===== src/sv/iirt_pkg.sv =====
package iirt_pkg;

   localparam int SAMPLE_W = 16;
   localparam int COEF_W   = 18;
   localparam int TAP_W    = 32;
   localparam int ACC_W    = 56;

   typedef logic signed [SAMPLE_W-1:0] sample_type;
   typedef logic signed [COEF_W-1:0]   coef_type;
   typedef logic signed [TAP_W-1:0]    tap_type;
   typedef logic signed [ACC_W-1:0]    acc_type;
   typedef logic [1:0]                 mode_type;
   typedef logic [2:0]                 csr_index_type;

   localparam mode_type MODE_FILTER = 2'd0;
   localparam mode_type MODE_LOAD   = 2'd1;
   localparam mode_type MODE_READ   = 2'd2;

   localparam csr_index_type CSR_FF_COEF_0 = 3'd0;
   localparam csr_index_type CSR_FF_COEF_1 = 3'd1;
   localparam csr_index_type CSR_FF_COEF_2 = 3'd2;
   localparam csr_index_type CSR_FF_COEF_3 = 3'd3;
   localparam csr_index_type CSR_FB_COEF_1 = 3'd4;
   localparam csr_index_type CSR_FB_COEF_2 = 3'd5;
   localparam csr_index_type CSR_FB_COEF_3 = 3'd6;

   localparam coef_type FF_COEF_0_RESET = 18'sd32768;

   typedef enum logic [2:0] {
      ST_IDLE,
      ST_MUL,
      ST_Y,
      ST_FB,
      ST_UPD,
      ST_DONE
   } state_type;

   // phase strobes shared by the head and the cells
   typedef struct packed {
      logic mul_bx;
      logic calc_y;
      logic mul_ay;
      logic update;
      logic load;
   } ctl_type;

   // Q.44 accumulator to Q2.29: round half up, then saturate
   function automatic tap_type to_q29(input acc_type acc);
      acc_type                 rnd;
      logic signed [ACC_W-16:0] q;
      rnd = acc + 56'sd16384;
      q   = (ACC_W-15)'(rnd >>> 15);
      if (q > 41'sd2147483647) begin
         return 32'sh7fff_ffff;
      end else if (q < -41'sd2147483648) begin
         return 32'sh8000_0000;
      end
      return q[TAP_W-1:0];
   endfunction

endpackage


===== src/sv/iirt_cell.sv =====
module iirt_cell
   import iirt_pkg::*;
(
   input  logic       clock,
   input  logic       reset,
   input  ctl_type    ctl,
   input  coef_type   b_coef,
   input  coef_type   a_coef,
   input  sample_type sample_in,
   input  tap_type    y,
   input  tap_type    z_next,
   input  tap_type    load_value,
   output tap_type    z
);

   logic signed [COEF_W+SAMPLE_W-1:0] bx_ff, bx_in;
   logic signed [COEF_W+TAP_W-1:0]    ay_ff, ay_in;
   tap_type                           z_ff, z_in;
   acc_type                           acc;

   always_comb begin
      bx_in = ctl.mul_bx ? b_coef * sample_in : bx_ff;
      ay_in = ctl.mul_ay ? a_coef * y : ay_ff;
      acc   = (ACC_W'(z_next) <<< 15) + (ACC_W'(bx_ff) <<< 14) - ACC_W'(ay_ff);
      z_in  = z_ff;
      if (ctl.update) begin
         z_in = to_q29(acc);
      end else if (ctl.load) begin
         z_in = load_value;
      end
   end

   always_ff @(posedge clock) begin
      bx_ff <= bx_in;
      ay_ff <= ay_in;
   end

   always_ff @(posedge clock) begin
      if (reset) begin
         z_ff <= '0;
      end else begin
         z_ff <= z_in;
      end
   end

   assign z = z_ff;

endmodule


===== config.mk =====
export PLATFORM = sky130hd
export DESIGN_NAME = iirt_cell
export DESIGN_NICKNAME = d
export VERILOG_FILES = /design/src/sv/iirt_pkg.sv /design/src/sv/iirt_cell.sv
export SDC_FILE = /design/constraint.sdc
export NUM_CORES = 2
export LEC_CHECK = 0
export BUFFER_PORTS_ARGS = -buffer_cell sky130_fd_sc_hd__buf_4
export CAP_MARGIN = 15
export CORE_MARGIN = 2
export CORE_UTILIZATION = 63
export DETAILED_ROUTE_END_ITERATION = 12
export PLACE_DENSITY = 0.84
export SYNTH_ARGS = -nofsm -noshare
export SYNTH_HDL_FRONTEND = slang
export SYNTH_SLANG_ARGS = --single-unit

===== constraint.sdc =====
create_clock -name clock -period 12.79 [get_ports clock]
set_clock_uncertainty 0.15 [all_clocks]
set_input_delay 0 -clock clock [delete_from_list [all_inputs] [get_ports clock]]
set_output_delay 0 -clock clock [all_outputs]
set_load 0.05 [all_outputs]

==> flow_metrics.env <==
export IMPL_grt_max_degree=64
export IMPL_synth_seq_area_share_pct=8.42
export IMPL_die_w_um=248
export IMPL_grt_pass1_wl_um=152000
export IMPL_die_area_sq_mm=0.0616
export IMPL_use_met1_pct=38.7
export IMPL_grt_usage_pct=31.7
export IMPL_synthToLayoutAreaGrowth_pct=8.18
export IMPL_wl_per_cell_um=18.0
export IMPL_r2r_start="ay_ff[16]$_DFFE_PP_"
export IMPL_core_area_sq_mm=0.0590
export IMPL_syn_instance_count=4128
export IMPL_start_kind="input pin"
export IMPL_wirelength_um=90600
export IMPL_port_buffers=185
export IMPL_overflow=0
export IMPL_hold_class="input pin to register"
export IMPL_drive_gt1_share_pct=5.45
export IMPL_regArea_sq_mm=0.00316
export IMPL_postCtsSetupBuffers=0
export IMPL_dr_pass1_iters=8
export IMPL_cts_htree_levels=4
export IMPL_max_slew_margin_pct=46.8
export IMPL_cap_viol_max_count=0
export IMPL_synthesis_area_sq_mm=0.0376
export IMPL_met2_usage_pct=53.9
export IMPL_post_cts_resized=0
export IMPL_ys_flop_type="edfxtp_1"
export IMPL_drt_initial_drc_count=1933
export IMPL_yosys_warnings=0
export IMPL_fin_crit_sh_pct=56.0
export IMPL_via_count=28400
export IMPL_async_flop_share_pct=0
export IMPL_finalNetCount=5520
export IMPL_min_from="sample_in[1]"
export IMPL_crit_fanout=32
export IMPL_clkLatencyLatePin_ps=450
export IMPL_tightest_slew_ps=787
export IMPL_synth_edff_count=84
export IMPL_worstPathArrival_ps=7210
export IMPL_clock_path_buffers=2
export IMPL_cts_buffers=17
export IMPL_num_rows=89
export IMPL_io_pin_count=187
export IMPL_drv_slew=0
export IMPL_drcViolationCount=0
export IMPL_synth_seq_cells=116
export IMPL_path_clk_slew_ps=70
export IMPL_ctsRootBufferMaster="clkbuf_16"
export IMPL_initial_utilization_pct=63.7
export IMPL_n_fill_cell=4363
export IMPL_gp_congestion=0.909
export IMPL_rsz0062_at_grt="no"
export IMPL_die_y_um=248
export IMPL_cp_end_kind="register"
export IMPL_routed_via_density=5.64
export IMPL_startpoint="a_coef[4]"
export IMPL_setup_viol=0
export IMPL_cts_tree="done"
export IMPL_synth_distinct_cells=72
export IMPL_dp_hpwl_um=70400
export IMPL_top_usage_layer="met2"
export IMPL_antennaDiodeCount=0
export IMPL_hold_viol_final=0
export IMPL_synth_area_per_cell_sq_um=9.10
export IMPL_multi_input_area_sq_mm=0.0296
export IMPL_antenna_found_initial=0
export IMPL_required_ps=12840
export IMPL_grt_pass1_vias=31500
export IMPL_max_freq_ghz=0.140
export IMPL_fin_crit_ps=7160
export IMPL_ant_nets=0
export IMPL_setup_tns_final_ps=0
export IMPL_critPathKind="input pin to register"
export IMPL_status="finished clean"
export IMPL_synth_net_count=5405
export IMPL_cts_sinks=116
export IMPL_use_met3_pct=5.02
flip-flops by register name (all words and copies together) (netlist names):
register,cells
z,32
bx_ff,34
ay_ff,50
final timing paths:
kind                                       endpoint  slack, ps  cells past startpoint
worst min register to register   z[21]$_SDFFE_PP0P_        890                      3
worst min-delay path             bx_ff[1]$_DFFE_PP_         40                      3
worst max register to register   z[18]$_SDFFE_PP0P_       7180                     16
worst max-delay path            ay_ff[48]$_DFFE_PP_       5630                     24
cell usage after synthesis (all sizes together), types with 3 or more instances:
| master | n | share of area, % |
|---|---|---|
| o21bai | 11 | 0.22 |
| fa | 878 | 47 |
| ha | 244 | 8.1 |
| a21boi | 6 | 0.12 |
| and2 | 328 | 5.5 |
| a21oi | 86 | 1.1 |
| inv | 1103 | 11 |
| xnor2 | 87 | 2.0 |
| and3 | 11 | 0.18 |
| o21ai | 55 | 0.73 |
| clkbuf | 157 | 1.6 |
| o21a | 11 | 0.22 |
| nand2b | 33 | 0.55 |
| o211ai | 6 | 0.13 |
| o22ai | 3 | 0.050 |
| xor2 | 31 | 0.72 |
| nor2 | 82 | 0.82 |
| or3 | 8 | 0.13 |
| a21o | 53 | 1.1 |
| nand2 | 570 | 5.7 |
| o41ai | 4 | 0.14 |
| nor3 | 21 | 0.31 |
| a211oi | 65 | 1.3 |
| dfxtp | 32 | 1.7 |
| buf | 6 | 0.13 |
| o31ai | 8 | 0.17 |
| nand3 | 19 | 0.25 |
| nand4 | 13 | 0.22 |
| a31oi | 5 | 0.083 |
| nor4 | 12 | 0.20 |
| or2 | 3 | 0.050 |
| edfxtp | 84 | 6.7 |
| nor2b | 50 | 0.83 |
| and4 | 6 | 0.14 |
| a2111oi | 7 | 0.21 |
per-stage QoR:
step / hold slack [ps] / cell area (sq um) / cells / utilization, % / worst slack (ps)
6_report: 41.9 / 40600 / 5029 / 68.9 / 5630
5_1_grt: 35.2 / 40600 / 5029 / 68.9 / 5290
4_1_cts: 16.9 / 40600 / 5028 / 68.8 / 5840
3_5_place_dp: 210 / 39300 / 4925 / 66.6 / 5380
3_3_place_gp: 174 / 39300 / 4925 / 66.6 / 5430
2_1_floorplan: -71.5 / 37600 / 4128 / - / 6270
critical path: stages:
cell,delay (ps)
buf_4,380
nand2_1,150
fa_1,500
fa_1,570
fa_1,460
fa_1,540
inv_1,50
fa_1,470
inv_1,50
fa_1,480
inv_1,50
ha_1,340
a21o_1,180
a21o_1,160
a21oi_1,410
o21ai_0,260
o21ai_1,310
a2111oi_0,150
dlymetal6s2s_1,210
o41ai_1,720
nand3_1,200
a31o_1,260
a21oi_1,180
xnor2_1,90
cells in the final DEF, fill, tap and decap left out, drive strengths merged, types with 12 or more instances in the layout:
cell type and instances:
clkbuf 17, ha 244, buf 187, nand2b 33, nand3 19, nand2 570
o21ai 55, nor2b 50, a21o 53, dlygate4sd3 71, fa 878, xnor2 87
nand4 13, xor2 31, nor2 82, dfxtp 32, nor4 12, a21oi 86
edfxtp 84, and2 328, inv 1114, a211oi 65, nor3 21
cell families (layout without fill, tap and decap cells):
kind of cell    Yosys count  count (layout)  synth area share (%)
simple gates           1163            1163                  15.0
xor+xnor                118             118                  2.75
flops                   116             116                  8.42
fa+ha+maj              1122            1122                  54.9
buf+inv                1266            1394                  12.7
compound gates          342             342                  6.16
mux                       1               1                0.0266
layer usage:
metal / vias to the layer above / routed length, um / share of wire [%]
li1: 12400 / - / -
met1: 14300 / 32600 / 36
met2: 1275 / 45200 / 50
met3: 387 / 7300 / 8.1
met4: 0 / 5520 / 6.1
met5: - / 0 / 0
what timing repair did:
action,4_1_cts,5_1_grt
setup endpoints to repair,0,0
hold endpoints to repair,119,0
hold buffers,71,0
cell type report:
| type | instances | area share (%) |
|---|---|---|
| Tap cell | 773 | 2.38 |
| Clock buffer | 17 | 1.05 |
| Inverter | 1103 | 10.2 |
| Multi-Input combinational cell | 2746 | 72.9 |
| Clock inverter | 15 | 0.440 |
| Timing Repair Buffer | 259 | 5.23 |
| Sequential cell | 116 | 7.78 |
Power is left out: the tool's default activity adds up to more than one toggle a clock period on the data nets, which glitch-free logic cannot reach.
