--- src/sv/iirt_pkg.sv ---
package iirt_pkg;

   localparam int SAMPLE_W = 16;
   localparam int COEF_W   = 18;
   localparam int TAP_W    = 32;
   localparam int ACC_W    = 56;

   typedef logic signed [SAMPLE_W-1:0] sample_type;
   typedef logic signed [COEF_W-1:0]   coef_type;
   typedef logic signed [TAP_W-1:0]    tap_type;
   typedef logic signed [ACC_W-1:0]    acc_type;
   typedef logic [1:0]                 mode_type;
   typedef logic [2:0]                 csr_index_type;

   localparam mode_type MODE_FILTER = 2'd0;
   localparam mode_type MODE_LOAD   = 2'd1;
   localparam mode_type MODE_READ   = 2'd2;

   localparam csr_index_type CSR_FF_COEF_0 = 3'd0;
   localparam csr_index_type CSR_FF_COEF_1 = 3'd1;
   localparam csr_index_type CSR_FF_COEF_2 = 3'd2;
   localparam csr_index_type CSR_FF_COEF_3 = 3'd3;
   localparam csr_index_type CSR_FB_COEF_1 = 3'd4;
   localparam csr_index_type CSR_FB_COEF_2 = 3'd5;
   localparam csr_index_type CSR_FB_COEF_3 = 3'd6;

   localparam coef_type FF_COEF_0_RESET = 18'sd32768;

   typedef enum logic [2:0] {
      ST_IDLE,
      ST_MUL,
      ST_Y,
      ST_FB,
      ST_UPD,
      ST_DONE
   } state_type;

   // phase strobes shared by the head and the cells
   typedef struct packed {
      logic mul_bx;
      logic calc_y;
      logic mul_ay;
      logic update;
      logic load;
   } ctl_type;

   // Q.44 accumulator to Q2.29: round half up, then saturate
   function automatic tap_type to_q29(input acc_type acc);
      acc_type                 rnd;
      logic signed [ACC_W-16:0] q;
      rnd = acc + 56'sd16384;
      q   = (ACC_W-15)'(rnd >>> 15);
      if (q > 41'sd2147483647) begin
         return 32'sh7fff_ffff;
      end else if (q < -41'sd2147483648) begin
         return 32'sh8000_0000;
      end
      return q[TAP_W-1:0];
   endfunction

endpackage

--- src/sv/iirt_head.sv ---
module iirt_head
   import iirt_pkg::*;
(
   input  logic       clock,
   input  ctl_type    ctl,
   input  coef_type   b_coef,
   input  sample_type sample_in,
   input  tap_type    z_first,
   output tap_type    y,
   output sample_type sample_out,
   output logic       clipped
);

   logic signed [COEF_W+SAMPLE_W-1:0] b0x_ff, b0x_in;
   tap_type                           y_ff, y_in;
   acc_type                           y_acc;
   logic signed [TAP_W+1:0]           y_rnd;
   logic signed [TAP_W-12:0]          y_sh;

   always_comb begin
      b0x_in = ctl.mul_bx ? b_coef * sample_in : b0x_ff;
      y_acc  = (ACC_W'(z_first) <<< 15) + (ACC_W'(b0x_ff) <<< 14);
      y_in   = ctl.calc_y ? to_q29(y_acc) : y_ff;
   end

   always_ff @(posedge clock) begin
      b0x_ff <= b0x_in;
      y_ff   <= y_in;
   end

   // Q2.29 to Q1.15, round half up and saturate
   always_comb begin
      y_rnd   = (TAP_W+2)'(y_ff) + 34'sd8192;
      y_sh    = (TAP_W-11)'(y_rnd >>> 14);
      clipped = 1'b0;
      if (y_sh > 21'sd32767) begin
         sample_out = 16'sh7fff;
         clipped    = 1'b1;
      end else if (y_sh < -21'sd32768) begin
         sample_out = 16'sh8000;
         clipped    = 1'b1;
      end else begin
         sample_out = y_sh[SAMPLE_W-1:0];
      end
   end

   assign y = y_ff;

endmodule

--- config.mk ---
export PLATFORM = sky130hd
export DESIGN_NAME = iirt_head
export DESIGN_NICKNAME = d
export VERILOG_FILES = /design/src/sv/iirt_pkg.sv /design/src/sv/iirt_head.sv
export SDC_FILE = /design/constraint.sdc
export NUM_CORES = 1
export LEC_CHECK = 0
export BUFFER_PORTS_ARGS = -buffer_cell sky130_fd_sc_hd__buf_2
export CELL_PAD_IN_SITES_DETAIL_PLACEMENT = 0
export CELL_PAD_IN_SITES_GLOBAL_PLACEMENT = 1
export CORE_AREA = 2 2 231 142
export CTS_CLUSTER_SIZE = 16
export DETAILED_ROUTE_END_ITERATION = 16
export DIE_AREA = 0 0 233 144
export HOLD_SLACK_MARGIN = 0.15
export PLACE_DENSITY_LB_ADDON = 0.1
export SLEW_MARGIN = 5
export SYNTH_ARGS = -nofsm -noshare
export SYNTH_HDL_FRONTEND = slang
export SYNTH_SLANG_ARGS = --single-unit
--- constraint.sdc ---
create_clock -name clock -period 8.7 [get_ports clock]
set_input_delay 0.435 -clock clock [delete_from_list [all_inputs] [get_ports clock]]
set_output_delay 0.435 -clock clock [all_outputs]
set_load 0.01 [all_outputs]
==> results of run 1 <==
[registers in the layout, summed over array words and instances (netlist names)]
register and count:
y 32, b0x_ff 34
[cell type report]
type | count | area share, %
Timing Repair Buffer | 118 | 3.62
Multi-Input combinational cell | 1172 | 71.2
Tap cell | 424 | 3.24
Sequential cell | 66 | 12.1
Clock inverter | 6 | 0.145
Inverter | 361 | 8.27
Clock buffer | 10 | 1.40
[per-stage QoR]
stage | instances | utilization, % | hold slack [ns] | worst slack [ns]
2_1_floorplan | 1663 | - | 0.547 | 2.18
3_3_place_gp | 2141 | 50.8 | 0.816 | 1.65
3_5_place_dp | 2141 | 50.8 | 0.811 | 1.63
4_1_cts | 2157 | 51.6 | 0.676 | 1.99
5_1_grt | 2157 | 51.6 | 0.694 | 1.67
6_report | 2157 | 51.6 | 0.680 | 1.84
[cell usage in the layout (no fill, tap or decap), types with 8 or more instances in the layout]
master / instances
inv_1: 361
fa_1: 291
nand2_1: 180
and2_1: 141
ha_1: 120
buf_2: 117
edfxtp_1: 66
a21oi_1: 63
xnor2_1: 53
o21ai_1: 48
nor2_1: 46
o21ai_0: 39
xor2_1: 29
nand3_1: 24
a21o_1: 15
nand2b_1: 12
nand4_1: 11
o21a_1: 10
o211ai_1: 9
nor3_1: 9
clkbuf_16: 9
a211o_1: 8
nor2b_1: 8
[kinds of logic (layout without fill, tap and decap cells)]
group | after synthesis | count (layout)
flops | 66 | 66
compound gates | 234 | 234
fa+ha+maj | 411 | 411
simple gates | 445 | 445
buf+inv | 425 | 495
xor+xnor | 82 | 82
[how the worst min path moves through the flow]
stage,start,endpoint,slack (ns),cells past startpoint
after floorplan,ctl[4],b0x_ff[0]$_DFFE_PP_,0.55,0
after global placement,b0x_ff[8]$_DFFE_PP_,y[7]$_DFFE_PP_,0.82,3
after detailed placement,b0x_ff[9]$_DFFE_PP_,y[8]$_DFFE_PP_,0.81,3
after CTS,z_first[3],y[3]$_DFFE_PP_,0.68,4
after global routing,b_coef[0],b0x_ff[0]$_DFFE_PP_,0.69,2
final,b_coef[0],b0x_ff[0]$_DFFE_PP_,0.68,2
[routing by layer]
| metal | global-route usage [%] | up-vias | part of all wire [%] |
|---|---|---|---|
| met4 | 1.71 | 0 | 0.46 |
| met1 | 38.6 | 5660 | 53 |
| met3 | 4.10 | 18 | 5.7 |
| li1 | - | 5282 | - |
| met2 | 33.9 | 257 | 41 |
| met5 | 0 | - | 0 |
==> results.toml, run 1 <==
[global_route]
grt_start_max_net_pins = 35
grt_first_pass_wirelength_mm = 60.9
antenna_found_initial = 0
all_layer_gr_usage_pct = 23.7
grt_overflow = 0
grt_pass1_vias = 11100

[logic_synthesis]
synth.ff_latch_count = 66
yosys.area_share.xor_xnor_pct = 4.71
synth-compound-area-share_pct = 9.31
syn_area_um2 = 15200
syn-instance-count = 1663
syn-mean-instance-area_um2 = 9.17
async_reset_ff_share_pct = 0
post_synth_main_area_contributors = "fa_1, edfxtp_1, ha_1, inv_1, and2_1"
ys_dominant_reg_cell = "edfxtp_1"
post_synth_top_cells = "inv_1, fa_1, nand2_1"
syn_nets = 2146
synthMostInstantiatedCell = "inv_1"
synth.yosys.seq_area_share_pct = 13.0
main_combinational_cell_family_by_area_after_synthesis = "adder cells"
yosys_synthesis_warning_count = 0
yosys_top_cell_by_area = "fa_1"
synth_cell_type_count = 53
synth_enable_flop_cells = 66
synth_top_cell_area_share_pct = 38.2
synthAdderAreaFrac_pct = 48.1
synth_simple_gate_area_share_pct = 14.3
multiplexer_share_of_the_synthesized_area_pct = 0

[cts]
cts.clk_slew.worst_paths_ns = 0.05
clk_root_buf = "clkbuf_16"
ctsLongestPathBuffers = 2
cts_made_buffers = 9
postCtsSetupBuffers = 0
postCtsHoldBufs = 0
worst_skew_pair.late_latency_ns = 0.34
clk_sink_count = 66
cts_tree = "done"
ctsHtreeMaxLevel = 3
cts-resized-gates = 0

[die]
die-width_um = 233
dieArea_um2 = 33600
rows = 51
die_y_um = 144
starting_density_of_the_core_pct = 48.1
design.portCount = 121
core_region_area_um2 = 31700

[sta]
layout_worst_path_cycle_share_pct = 78.9
number_of_endpoints_failing_setup_at_the_final_stage = 0
final-hold-violation-count = 0
finalMaxSlewViolations = 0
maxClockFrequency_ghz = 0.146
setup_repair_after_global_routing_missed_its_margin = "false"
tns_ns = 0
slew_headroom_pct = 25.7
max_slew.worst_pin.slew_ns = 1.11
finalWorstPathRequiredPeriod_ns = 6.86
finClkSkew_ns = 0.00423

[final_layout]
total_non_filler_cell_area_in_the_finished_layout_um2 = 16400
final_net_count = 2211
diodes = 0
fraction_of_final_layout_cells_with_drive_strength_greater_than_1_pct = 7.73
area.sequential_um2 = 1980
layout.filler_cells = 3096
multiInputGateArea_um2 = 11700
flow.area_growth_from_synthesis_pct = 7.44

[drt]
detail-route-antenna-nets = 0
detailedRoute.firstPassIterationCount = 5
detailroute.via_count = 11200
post_drt_via_cell_ratio = 5.20
route.final.wire_length_mm = 38.0
drt-wirelength-per-cell_um = 17.6
initialDrtViolationCount = 728
post-route-drc-count = 0

[setup_path]
critical_path.cell_chain = "buf_2 -> and2_1 -> fa_1 -> inv_1 -> fa_1 -> fa_1 -> fa_1 -> inv_1 -> fa_1 -> inv_1 -> fa_1 -> inv_1 -> ha_1 -> nand4_1 -> a211o_1 -> o21ai_0 -> o21ai_1 -> a2111oi_0 -> o31a_1 -> o21a_1 -> o22ai_1 -> xnor2_1"
r2r_end = "y[0]$_DFFE_PP_"
worstPathRequired_ns = 8.79
path_buf_inv = 5
reg2reg_slack_ns = 4.24
startpoint_type = "input port"
timing.rr.start = "b0x_ff[0]$_DFFE_PP_"
data_arrival_time_of_the_worst_path_ns = 6.95
crit_end_category = "register"
endpoint = "b0x_ff[32]$_DFFE_PP_"
worstSetupPathType = "input port to register"
timing.critical_path.fanout_max = 18
crit_slowest_cell = "a2111oi_0"
crit_cells = 22
critical-path-top-cell-by-count = "fa_1"
r2r.worst_path.cells = 11
worst_path_dominant_cell_family = "adder cells"
crit_path_start = "sample_in[6]"
worst_path_largest_cell_delay_ns = 0.71

[place]
placed_cell_area_um2 = 16100
gp_congestion = 0.864
port_buffers = 117
post-dp-hpwl_mm = 31.5

[run]
max-cap-violations = 0

[worst_hold_path]
worst_hold_path_type = "input port to register"

[run_status]
outcome = "finished clean"
Power of run 1 is left out: the tool's default activity adds up to more than one toggle a clock period on the data nets, which glitch-free logic cannot reach.
==> run 2: changes to the inputs <==
--- a/config.mk
+++ b/config.mk
@@ -8,10 +8,10 @@
 export BUFFER_PORTS_ARGS = -buffer_cell sky130_fd_sc_hd__buf_2
 export CELL_PAD_IN_SITES_DETAIL_PLACEMENT = 0
 export CELL_PAD_IN_SITES_GLOBAL_PLACEMENT = 1
-export CORE_AREA = 2 2 231 142
+export CORE_AREA = 2 2 244 150
 export CTS_CLUSTER_SIZE = 16
 export DETAILED_ROUTE_END_ITERATION = 16
-export DIE_AREA = 0 0 233 144
+export DIE_AREA = 0 0 246 152
 export HOLD_SLACK_MARGIN = 0.15
 export PLACE_DENSITY_LB_ADDON = 0.1
 export SLEW_MARGIN = 5
==> constraint.sdc (replaced) <==
create_clock -name clock -period 5.91 [get_ports clock]
set_input_delay 0.2955 -clock clock [delete_from_list [all_inputs] [get_ports clock]]
set_output_delay 0.2955 -clock clock [all_outputs]
set_load 0.01 [all_outputs]
==> results.toml, run 2 (synthesis gave the netlist of run 1 again) <==
[run_status]
outcome = "finished clean"

[global_route]
grt_start_max_net_pins = 35
all_layer_gr_usage_pct = 21.1
antenna_found_initial = 0
grt_overflow = 0
grt_first_pass_wirelength_mm = 63.5
grt_pass1_vias = 12500

[drt]
route.final.wire_length_mm = 36.3
detailedRoute.firstPassIterationCount = 6
drt-wirelength-per-cell_um = 15.3
post_drt_via_cell_ratio = 4.90
detail-route-antenna-nets = 0
initialDrtViolationCount = 574
detailroute.via_count = 11600
post-route-drc-count = 0

[die]
dieArea_um2 = 37400
design.portCount = 121
core_region_area_um2 = 35500
starting_density_of_the_core_pct = 43.0
rows = 54
die-width_um = 246
die_y_um = 152

[setup_path]
timing.critical_path.fanout_max = 8
worstPathRequired_ns = 6.00
data_arrival_time_of_the_worst_path_ns = 5.95
r2r_end = "y[28]$_DFFE_PP_"
timing.rr.start = "b0x_ff[0]$_DFFE_PP_"
worstSetupPathType = "input port to register"
r2r.worst_path.cells = 11
startpoint_type = "input port"
crit_end_category = "register"
reg2reg_slack_ns = 1.44
crit_path_start = "b_coef[4]"

[cts]
clk_sink_count = 66
cts_tree = "done"
cts_made_buffers = 9
clk_root_buf = "clkbuf_16"
ctsHtreeMaxLevel = 3
worst_skew_pair.late_latency_ns = 0.34
cts.clk_slew.worst_paths_ns = 0.05
postCtsHoldBufs = 0
ctsLongestPathBuffers = 2

[worst_hold_path]
hold_path_end = "y[0]$_DFFE_PP_"
worst_hold_path_type = "input port to register"
whs_path_depth = 4
timing.hold.worst.start = "z_first[0]"

[final_layout]
layout.cells.most_common = "inv_1"
largest_reg_flops = 34
largest-register = "b0x_ff"
fraction_of_final_layout_cells_with_drive_strength_greater_than_1_pct = 19.7
total_non_filler_cell_area_in_the_finished_layout_um2 = 18300
final_net_count = 2370
flow.area_growth_from_synthesis_pct = 19.8
diodes = 0
mostFrequentLayoutCells = "inv_1, fa_1, nand2_1"

[sta]
final_setup_slack_of_the_worst_path_ns = 0.0562
max_slew.worst_pin.slew_ns = 1.16
layout_worst_path_cycle_share_pct = 99.0
finalWorstPathRequiredPeriod_ns = 5.85
slew_headroom_pct = 22.6
finalMaxSlewViolations = 0
final-hold-violation-count = 0
tns_ns = 0
setup_repair_after_global_routing_missed_its_margin = "true"
finClkSkew_ns = 0.00545
maxClockFrequency_ghz = 0.171
number_of_endpoints_failing_setup_at_the_final_stage = 0

[place]
placed_cell_area_um2 = 17400
port_buffers = 117
post-dp-hpwl_mm = 31.9
gp_congestion = 0.847
place_worst_setup_slack_ns = -0.507

[run]
max-cap-violations = 0
[run 2: changes by cell type in the layout (fill, tap and decap cells not counted), moves of 12 or more]
| cell | change |
|---|---|
| buf_4 | +158 |
| and2_4 | +12 |
| and2_1 | -12 |
| buf_6 | +12 |
| buf_2 | -25 |
| ha_1 | -12 |
[run 2: timing repair]
action | 4_1_cts | 5_1_grt
setup endpoints to repair | 3 | 7
pin swaps | 3 | 73
resized for setup | 15 | 108
buffers inserted | 2 | 8
[run 2: worst max-delay path, stage by stage]
cell	delay, ns
buf_12	0.11
buf_12	0.13
and2_4	0.13
fa_1	0.49
inv_1	0.05
fa_1	0.48
inv_1	0.05
fa_1	0.52
fa_1	0.45
fa_1	0.51
inv_2	0.04
fa_1	0.54
inv_2	0.04
ha_4	0.20
a211o_1	0.32
or3_4	0.35
o21ai_4	0.23
a2111oi_4	0.12
o31a_1	0.33
o21a_1	0.21
o21a_1	0.18
nor3_2	0.10
nor2_1	0.06
[run 2: through the flow]
| stage | util [%] | std cells | hold WS [ns] |
|---|---|---|---|
| after floorplan | - | 1663 | 0.408 |
| after global placement | 49.2 | 2343 | 0.708 |
| after detailed placement | 49.2 | 2343 | 0.704 |
| after CTS | 50.3 | 2361 | 0.516 |
| after global routing | 51.5 | 2368 | 0.551 |
| final | 51.5 | 2368 | 0.516 |
[run 2: worst max-delay path by stage]
stage	slack (ns)	cells after the start	endpoint
2_1_floorplan	-0.02	23	b0x_ff[30]$_DFFE_PP_
3_3_place_gp	-0.46	23	b0x_ff[30]$_DFFE_PP_
3_5_place_dp	-0.51	23	b0x_ff[32]$_DFFE_PP_
4_1_cts	0.002	22	b0x_ff[30]$_DFFE_PP_
5_1_grt	-0.13	23	b0x_ff[30]$_DFFE_PP_
6_report	0.06	23	b0x_ff[30]$_DFFE_PP_
[run 2: layout make-up]
class,instances,area [µm²]
fill,3425,17200
sequential,66,1980
tap,476,596
timing repair buffer,277,1960
multi-input combinational,1172,12100
clock inverter,6,81.3
clock buffer,10,229
inverter,361,1360
[run 2: per-layer routing]
layer | global-route usage (%) | share of wire (%) | up-vias
li1 | - | - | 5604
met1 | 32.1 | 50 | 5760
met2 | 33.3 | 46 | 208
met3 | 2.40 | 3.9 | 35
met4 | 2.77 | 1.0 | 0
met5 | 0 | 0 | -
Power of run 2 is left out for the same reason.
